## src/sv/dpie_pkg.sv

```systemverilog
// Shared types, codes and helpers for the data-processing instruction encoder.
// No dependencies; imported by every pipeline stage and the top level.
package dpie_pkg;

  localparam logic [3:0] CMD_MOVE = 4'b1101;
  localparam logic [31:0] IMM8_MASK = 32'h0000_00FF;
  localparam int unsigned ROT_STEPS = 16;

  localparam logic [1:0] FORM_RD_RN_SRC2 = 2'd0;
  localparam logic [1:0] FORM_RN_SRC2 = 2'd1;

  localparam logic [1:0] ST_OK = 2'd0;
  localparam logic [1:0] ST_BAD_IMM = 2'd1;
  localparam logic [1:0] ST_BAD_SHIFT = 2'd2;

  localparam int unsigned IN_BITS = 63;

  // Input word, last field in the lowest bits.
  typedef struct packed {
    logic [31:0] imm_value;
    logic [3:0]  rs;
    logic [3:0]  rm;
    logic [3:0]  rn;
    logic [3:0]  rd;
    logic        src2_is_imm;
    logic        shift_alias;
    logic [1:0]  form;
    logic [1:0]  shift_type;
    logic        set_flags;
    logic [3:0]  cmd;
    logic [3:0]  cond;
  } in_t;

  // After decode and the rotation-window checks.
  typedef struct packed {
    logic [3:0]  cond;
    logic [3:0]  cmd;
    logic        set_flags;
    logic        iflag;
    logic        is_shift;
    logic        src2_is_imm;
    logic [1:0]  shift_type;
    logic [3:0]  rd;
    logic [3:0]  rn;
    logic [3:0]  rm;
    logic [3:0]  rs;
    logic [31:0] imm_value;
    logic        shift_big;
    logic [ROT_STEPS-1:0] fit;
  } s1_t;

  // After operand selection.
  typedef struct packed {
    logic [3:0]  cond;
    logic [3:0]  cmd;
    logic        set_flags;
    logic        iflag;
    logic [3:0]  rd;
    logic [3:0]  rn;
    logic [11:0] src2;
    logic [1:0]  status;
  } s2_t;

  typedef struct packed {
    logic [1:0]  status;
    logic [31:0] machine_word;
  } res_t;

  // imm8 window rotated right by 2*k.
  function automatic logic [31:0] rot_window(input int unsigned k);
    logic [63:0] dbl;
    dbl = {IMM8_MASK, IMM8_MASK} >> (2 * k);
    return dbl[31:0];
  endfunction

endpackage

```

## src/sv/dpie_fit.sv

```systemverilog
// Stage 1: operand decode, register zeroing by form, rotation-window checks.
// Depends on dpie_pkg.
module dpie_fit (
  input  logic           clk,
  input  logic           rst,
  input  logic           in_valid,
  output logic           in_ready,
  input  dpie_pkg::in_t  in_data,
  output logic           out_valid,
  input  logic           out_ready,
  output dpie_pkg::s1_t  out_data
);
  import dpie_pkg::*;

  s1_t stage_next;

  always_comb begin
    stage_next.cond = in_data.cond;
    stage_next.cmd = in_data.cmd;
    stage_next.set_flags = in_data.set_flags;
    stage_next.is_shift = (in_data.cmd == CMD_MOVE) && in_data.shift_alias;
    stage_next.iflag = !stage_next.is_shift && in_data.src2_is_imm;
    stage_next.src2_is_imm = in_data.src2_is_imm;
    stage_next.shift_type = in_data.shift_type;
    stage_next.rd = (in_data.form == FORM_RN_SRC2) ? 4'd0 : in_data.rd;
    stage_next.rn = (in_data.form == FORM_RN_SRC2 || in_data.form == FORM_RD_RN_SRC2) ?
                    in_data.rn : 4'd0;
    stage_next.rm = in_data.rm;
    stage_next.rs = in_data.rs;
    stage_next.imm_value = in_data.imm_value;
    stage_next.shift_big = |in_data.imm_value[31:5];
    for (int unsigned k = 0; k < ROT_STEPS; k++) begin
      stage_next.fit[k] = ~|(in_data.imm_value & ~rot_window(k));
    end
  end

  assign in_ready = !out_valid || out_ready;

  always_ff @(posedge clk) begin
    if (rst) begin
      out_valid <= 1'b0;
    end else if (in_ready) begin
      out_valid <= in_valid;
    end
  end

  always_ff @(posedge clk) begin
    if (in_ready && in_valid) begin
      out_data <= stage_next;
    end
  end

endmodule

```

## src/sv/dpie_sel.sv

```systemverilog
// Stage 2: smallest fitting rotation, Src2 field and status selection.
// Depends on dpie_pkg.
module dpie_sel (
  input  logic           clk,
  input  logic           rst,
  input  logic           in_valid,
  output logic           in_ready,
  input  dpie_pkg::s1_t  in_data,
  output logic           out_valid,
  input  logic           out_ready,
  output dpie_pkg::s2_t  out_data
);
  import dpie_pkg::*;

  s2_t         stage_next;
  logic [3:0]  rot_k;
  logic [7:0]  rot_byte;
  logic [63:0] dbl;

  // Scan from the top so the lowest fitting rotation wins.
  always_comb begin
    dbl = {in_data.imm_value, in_data.imm_value};
    rot_k = 4'd0;
    rot_byte = 8'd0;
    for (int k = ROT_STEPS - 1; k >= 0; k--) begin
      if (in_data.fit[k]) begin
        rot_k = 4'(k);
        rot_byte = dbl[32 - 2 * k +: 8];
      end
    end
  end

  always_comb begin
    stage_next.cond = in_data.cond;
    stage_next.cmd = in_data.cmd;
    stage_next.set_flags = in_data.set_flags;
    stage_next.iflag = in_data.iflag;
    stage_next.rd = in_data.rd;
    stage_next.rn = in_data.rn;
    stage_next.src2 = 12'd0;
    stage_next.status = ST_OK;
    if (in_data.is_shift) begin
      if (in_data.src2_is_imm) begin
        if (in_data.shift_big) begin
          stage_next.status = ST_BAD_SHIFT;
        end else begin
          stage_next.src2 = {in_data.imm_value[4:0], in_data.shift_type, 1'b0, in_data.rm};
        end
      end else begin
        stage_next.src2 = {in_data.rs, 1'b0, in_data.shift_type, 1'b1, in_data.rm};
      end
    end else if (in_data.iflag) begin
      if (in_data.fit == '0) begin
        stage_next.status = ST_BAD_IMM;
      end else begin
        stage_next.src2 = {rot_k, rot_byte};
      end
    end else begin
      stage_next.src2 = {8'd0, in_data.rm};
    end
  end

  assign in_ready = !out_valid || out_ready;

  always_ff @(posedge clk) begin
    if (rst) begin
      out_valid <= 1'b0;
    end else if (in_ready) begin
      out_valid <= in_valid;
    end
  end

  always_ff @(posedge clk) begin
    if (in_ready && in_valid) begin
      out_data <= stage_next;
    end
  end

endmodule

```

## src/sv/dpie_pack.sv

```systemverilog
// Stage 3: word assembly and output register; errors force the word to zero.
// Depends on dpie_pkg.
module dpie_pack (
  input  logic           clk,
  input  logic           rst,
  input  logic           in_valid,
  output logic           in_ready,
  input  dpie_pkg::s2_t  in_data,
  output logic           out_valid,
  input  logic           out_ready,
  output dpie_pkg::res_t out_data
);
  import dpie_pkg::*;

  res_t stage_next;

  always_comb begin
    stage_next.status = in_data.status;
    if (in_data.status != ST_OK) begin
      stage_next.machine_word = 32'd0;
    end else begin
      stage_next.machine_word = {in_data.cond, 2'b00, in_data.iflag, in_data.cmd,
                                 in_data.set_flags, in_data.rn, in_data.rd, in_data.src2};
    end
  end

  assign in_ready = !out_valid || out_ready;

  always_ff @(posedge clk) begin
    if (rst) begin
      out_valid <= 1'b0;
    end else if (in_ready) begin
      out_valid <= in_valid;
    end
  end

  always_ff @(posedge clk) begin
    if (in_ready && in_valid) begin
      out_data <= stage_next;
    end
  end

endmodule

```

## src/sv/data_processing_instruction_encoder.sv

```systemverilog
// Top level of the data-processing instruction encoder.
// Depends on dpie_pkg, dpie_fit, dpie_sel and dpie_pack.
//
// Usage:
//   One parsed data-processing instruction goes in per s_ word; one encoded
//   32-bit instruction plus a status code comes out per m_ word, in order.
//   Status: ok, immediate not encodable, or shift amount above 31; on either
//   error the machine word is zero.
// Pipeline: a word accepted into the stage 1 register moves on through the
//   stage 2 register into the output register (stage 1 decodes and runs the
//   sixteen rotation-window checks, stage 2 picks the smallest rotation and
//   builds Src2, stage 3 assembles the word in the output reg).
// Throughput: one word per cycle while m_tready stays high; each stage holds
//   one word and refills in the cycle its contents move on.
// Stall: when m_tready is low the output register holds its word; as the
//   stages behind it fill, up to three words sit in the pipe before s_tready
//   drops. Nothing is dropped or repeated.
// Reset: rst (synchronous, active high) clears all stage valid bits; the
//   block holds no other control state and is ready in the cycle after reset.
module data_processing_instruction_encoder (
  input  logic        clk,
  input  logic        rst,
  input  logic        s_tvalid,
  output logic        s_tready,
  // cond[3:0] cmd[7:4] set_flags[8] shift_type[10:9] form[12:11]
  // shift_alias[13] src2_is_imm[14] rd[18:15] rn[22:19] rm[26:23]
  // rs[30:27] imm_value[62:31], bit 63 ignored
  input  logic [63:0] s_tdata,
  output logic        m_tvalid,
  input  logic        m_tready,
  // machine_word[31:0] status[33:32], bits 39:34 zero
  output logic [39:0] m_tdata
);
  import dpie_pkg::*;

  in_t  in_word;
  s1_t  s1_data;
  s2_t  s2_data;
  res_t res_data;
  logic s1_valid, s1_ready;
  logic s2_valid, s2_ready;

  assign in_word = in_t'(s_tdata[IN_BITS-1:0]);

  dpie_fit u_fit (
    .clk       (clk),
    .rst       (rst),
    .in_valid  (s_tvalid),
    .in_ready  (s_tready),
    .in_data   (in_word),
    .out_valid (s1_valid),
    .out_ready (s1_ready),
    .out_data  (s1_data)
  );

  dpie_sel u_sel (
    .clk       (clk),
    .rst       (rst),
    .in_valid  (s1_valid),
    .in_ready  (s1_ready),
    .in_data   (s1_data),
    .out_valid (s2_valid),
    .out_ready (s2_ready),
    .out_data  (s2_data)
  );

  dpie_pack u_pack (
    .clk       (clk),
    .rst       (rst),
    .in_valid  (s2_valid),
    .in_ready  (s2_ready),
    .in_data   (s2_data),
    .out_valid (m_tvalid),
    .out_ready (m_tready),
    .out_data  (res_data)
  );

  // Pad to whole bytes.
  assign m_tdata = {6'd0, res_data};

endmodule

```

## config.mk

```make
export PLATFORM = sky130hd
export DESIGN_NAME = data_processing_instruction_encoder
export DESIGN_NICKNAME = d
export VERILOG_FILES = /design/src/sv/dpie_pkg.sv /design/src/sv/dpie_fit.sv /design/src/sv/dpie_sel.sv /design/src/sv/dpie_pack.sv /design/src/sv/data_processing_instruction_encoder.sv
export SDC_FILE = /design/constraint.sdc
export NUM_CORES = 1
export LEC_CHECK = 0
export BUFFER_PORTS_ARGS = -buffer_cell sky130_fd_sc_hd__clkbuf_2
export CORE_ASPECT_RATIO = 0.7
export CORE_UTILIZATION = 51
export CTS_CLUSTER_SIZE = 28
export DETAILED_ROUTE_END_ITERATION = 10
export GPL_ROUTABILITY_DRIVEN = 0
export PLACE_DENSITY = 0.73
export SLEW_MARGIN = 25
export SYNTH_ARGS = -nofsm -noshare
export SYNTH_HDL_FRONTEND = slang
export SYNTH_SLANG_ARGS = --single-unit
```

## constraint.sdc

```tcl
create_clock -name clk -period 4.9 [get_ports clk]
set_input_delay 0.245 -clock clk [delete_from_list [all_inputs] [get_ports clk]]
set_output_delay 0.245 -clock clk [all_outputs]
set_load 0.01 [all_outputs]
```

==> results.cfg <==
[sta]
setup_viol = 0
worst_clk_skew_ps = 12.66
period_minus_slack_ps = 2575
setup-tns-final_ps = 0
timing_max_transition_violations_final = 0
timing.final.crit_share = 0.5256
fmaxAchievable_mhz = 388.3
worstMarginPinSlew_ps = 855.9
max-slew-margin-rel = 0.4268
final_hold_viol_count = 0
post-route-worst-setup-slack_ps = 2325
unrepaired_setup_endpoints_after_global_routing = false

[logic_synthesis]
post_synth.cell_area_avg_sq_um = 12.76
ys_seq_elements = 146
syn-instance-count = 513
synth.cell_area_sq_um = 6545
synth.largest_area_cell = edfxtp_1
synth.top_cells.by_area = edfxtp_1 66%, and2_1 3.5%, a221oi_1 2.4%, a21oi_1 2.4%, nor2_1 1.8%
netlist-cell-type-count = 56
synth_top_flop_cell = edfxtp_1
yosysTopAreaCellShare = 0.6561
ys.warnings.count = 0
postSynth.asyncResetShare = 0
synth_edf_count = 143
ys_seq_area_frac = 0.6653

[placed_design]
place_inst = 757
dp_hpwl_microns = 11050
port_buffers = 100
preCtsSetupSlack_ps = 2423

[worst_setup_path]
cp_data_required_time_ps = 5080
data_arrival_time_of_the_critical_path_ps = 2750
worst-path-max-fanout = 19
startpoint_kind_of_the_worst_setup_timing_path = register
setup.worst_path.end_class = register
path_class = reg -> reg

[die]
rows = 34
core_area_sq_um = 12460
floorplan.die.width_microns = 137.4
floorplan.initialDensity = 0.5251
fp.dieArea_sq_um = 13300
die_height_microns = 96.78
design.portCount = 110

[clock_network]
tritoncts = done
clk_pin_slew_worst_paths_ps = 70
cts_max_path_buffers = 2
cts.htree.levels = 4
clock_sink_count = 146
cts_setup_buffers = 0
ctsRootBufferMaster = clkbuf_16
cts_inserted_buffers = 17
clock_insertion_delay_worst_skew_ps = 420

[global_routing]
globalRouteTotalUtil = 0.2484
via_count_of_the_first_global_routing_pass = 4554
grt_antenna_before_repair = 0
first_pass_grt_wire_length_microns = 24210
grt_max_degree = 37
gr_ovfl_total = 0

[final_layout]
nNetsFinal = 698
mostFrequentLayoutCell = edfxtp_1
drive_gt1_frac = 0.2348
final.fill_count = 938
layout.core_utilization = 0.6410
n_antenna_cell = 0
syn2layout_area_growth_pct = 22.08
instances_no_fill = 805
mostFrequentLayoutCells = 143 x edfxtp_1, 100 x clkbuf_2, 37 x and2_1

[power]
power_leakage_nw = 2.914
totalPowerFinal_mw = 3.095
vdd.ir_drop.worst_uv = 246.8
powerDensity_nw_per_um2 = 387.3

[run_status]
run_status = completed

[routing]
postRouteAntennaNets = 0
drt_first_iter_violations = 691
wire_length_reported_by_the_detailed_router_microns = 15560
drt-pass1-iter-count = 5
drc = 0
avgViaCountPerCell = 6.002
routed_wire_length_per_instance_microns = 19.33
dr_total_vias = 4832

[min_path]
timing.hold.worst.class = in -> reg

[flow_run]
drv_cap = 0
worst max-delay path: stages, from the launching register on:
cell,delay [ps]
edfxtp_1,720
or4_1,280
nor2_1,80
a21oi_1,570
o221ai_1,240
a221oi_1,420
cell families (layout without fill, tap and decap cells):
kind of cell	after synthesis	in the layout	share of synthesized area
AO/OA/AOI/OAI	134	134	0.1434
buffers and inverters	52	175	0.03441
flip-flops	146	146	0.6653
other	1	8	0.0005730
AND/OR/NAND/NOR	180	180	0.1564
final timing paths:
path / startpoint / endpoint / slack [ps] / cells past startpoint
worst max-delay path: u_fit.out_data[12]$_DFFE_PP_ / u_sel.out_data[3]$_DFFE_PP_ / 2320 / 5
worst min-delay path: s_tdata[40] / u_fit.out_data[26]$_DFFE_PP_ / 10 / 1
worst max register to register: u_fit.out_data[12]$_DFFE_PP_ / u_sel.out_data[3]$_DFFE_PP_ / 2320 / 5
worst min register to register: u_fit.out_data[70]$_DFFE_PP_ / u_sel.out_data[23]$_DFFE_PP_ / 420 / 0
Yosys cell counts, drive strengths merged, types with 2 or more instances:
cell	count
edfxtp	143
and2	37
a21oi	31
nor2	31
nand2	27
inv	22
clkbuf	20
a221oi	18
nor2b	17
o21ai	17
o22ai	15
nand3	14
o221ai	10
or4	10
a211oi	9
a221o	9
buf	9
nor3	9
nand2b	7
nor4	6
or2	6
o31ai	5
nand3b	4
a21boi	3
a31oi	3
and3	3
dfxtp	3
nor4b	3
a22oi	2
o2111ai	2
or3	2
power by group:
group	internal, mW	switching [mW]	leakage (nW)
Sequential	1.46	0.0756	1.39
Combinational	0.0924	0.125	1.22
Clock	0.779	0.567	0.306
Total	2.33	0.768	2.91
layout make-up:
type,count,area (sq um),area share
Clock buffer,17,425.4,0.05324
Tap cell,162,202.7,0.02537
Inverter,23,86.33,0.01080
Clock inverter,15,192.7,0.02412
Timing Repair Buffer,120,708.2,0.08863
Sequential cell,146,4354,0.5449
Multi-Input combinational cell,322,2021,0.2529
flip-flops by register name, summed over array words and instances, names as in the netlist:
signal,count
u_pack.out_data,32
u_fit.out_data,79
u_fit.out_valid,1
u_sel.out_data,32
u_pack.out_valid,1
u_sel.out_valid,1
per-stage QoR:
stage	instance area [sq um]	hold WS (ps)
6_report	7990	12.98
5_1_grt	7990	1.397
4_1_cts	7943	2.203
3_5_place_dp	7194	404.5
3_3_place_gp	7194	403.0
2_1_floorplan	6578	314.1
layer usage:
metal / GRT usage / up-vias / wire [microns]
li1: - / 2223 / -
met2: 0.3576 / 311 / 6972
met4: 0.09637 / 0 / 301
met1: 0.3412 / 2261 / 6639
met3: 0.09119 / 37 / 1647
met5: 0 / - / 0
repair_timing:
action,CTS,global route
endpoints found under the hold margin,13,2
gates resized for setup,0,0
hold buffers,13,2
(Power assumes the default switching activity.)
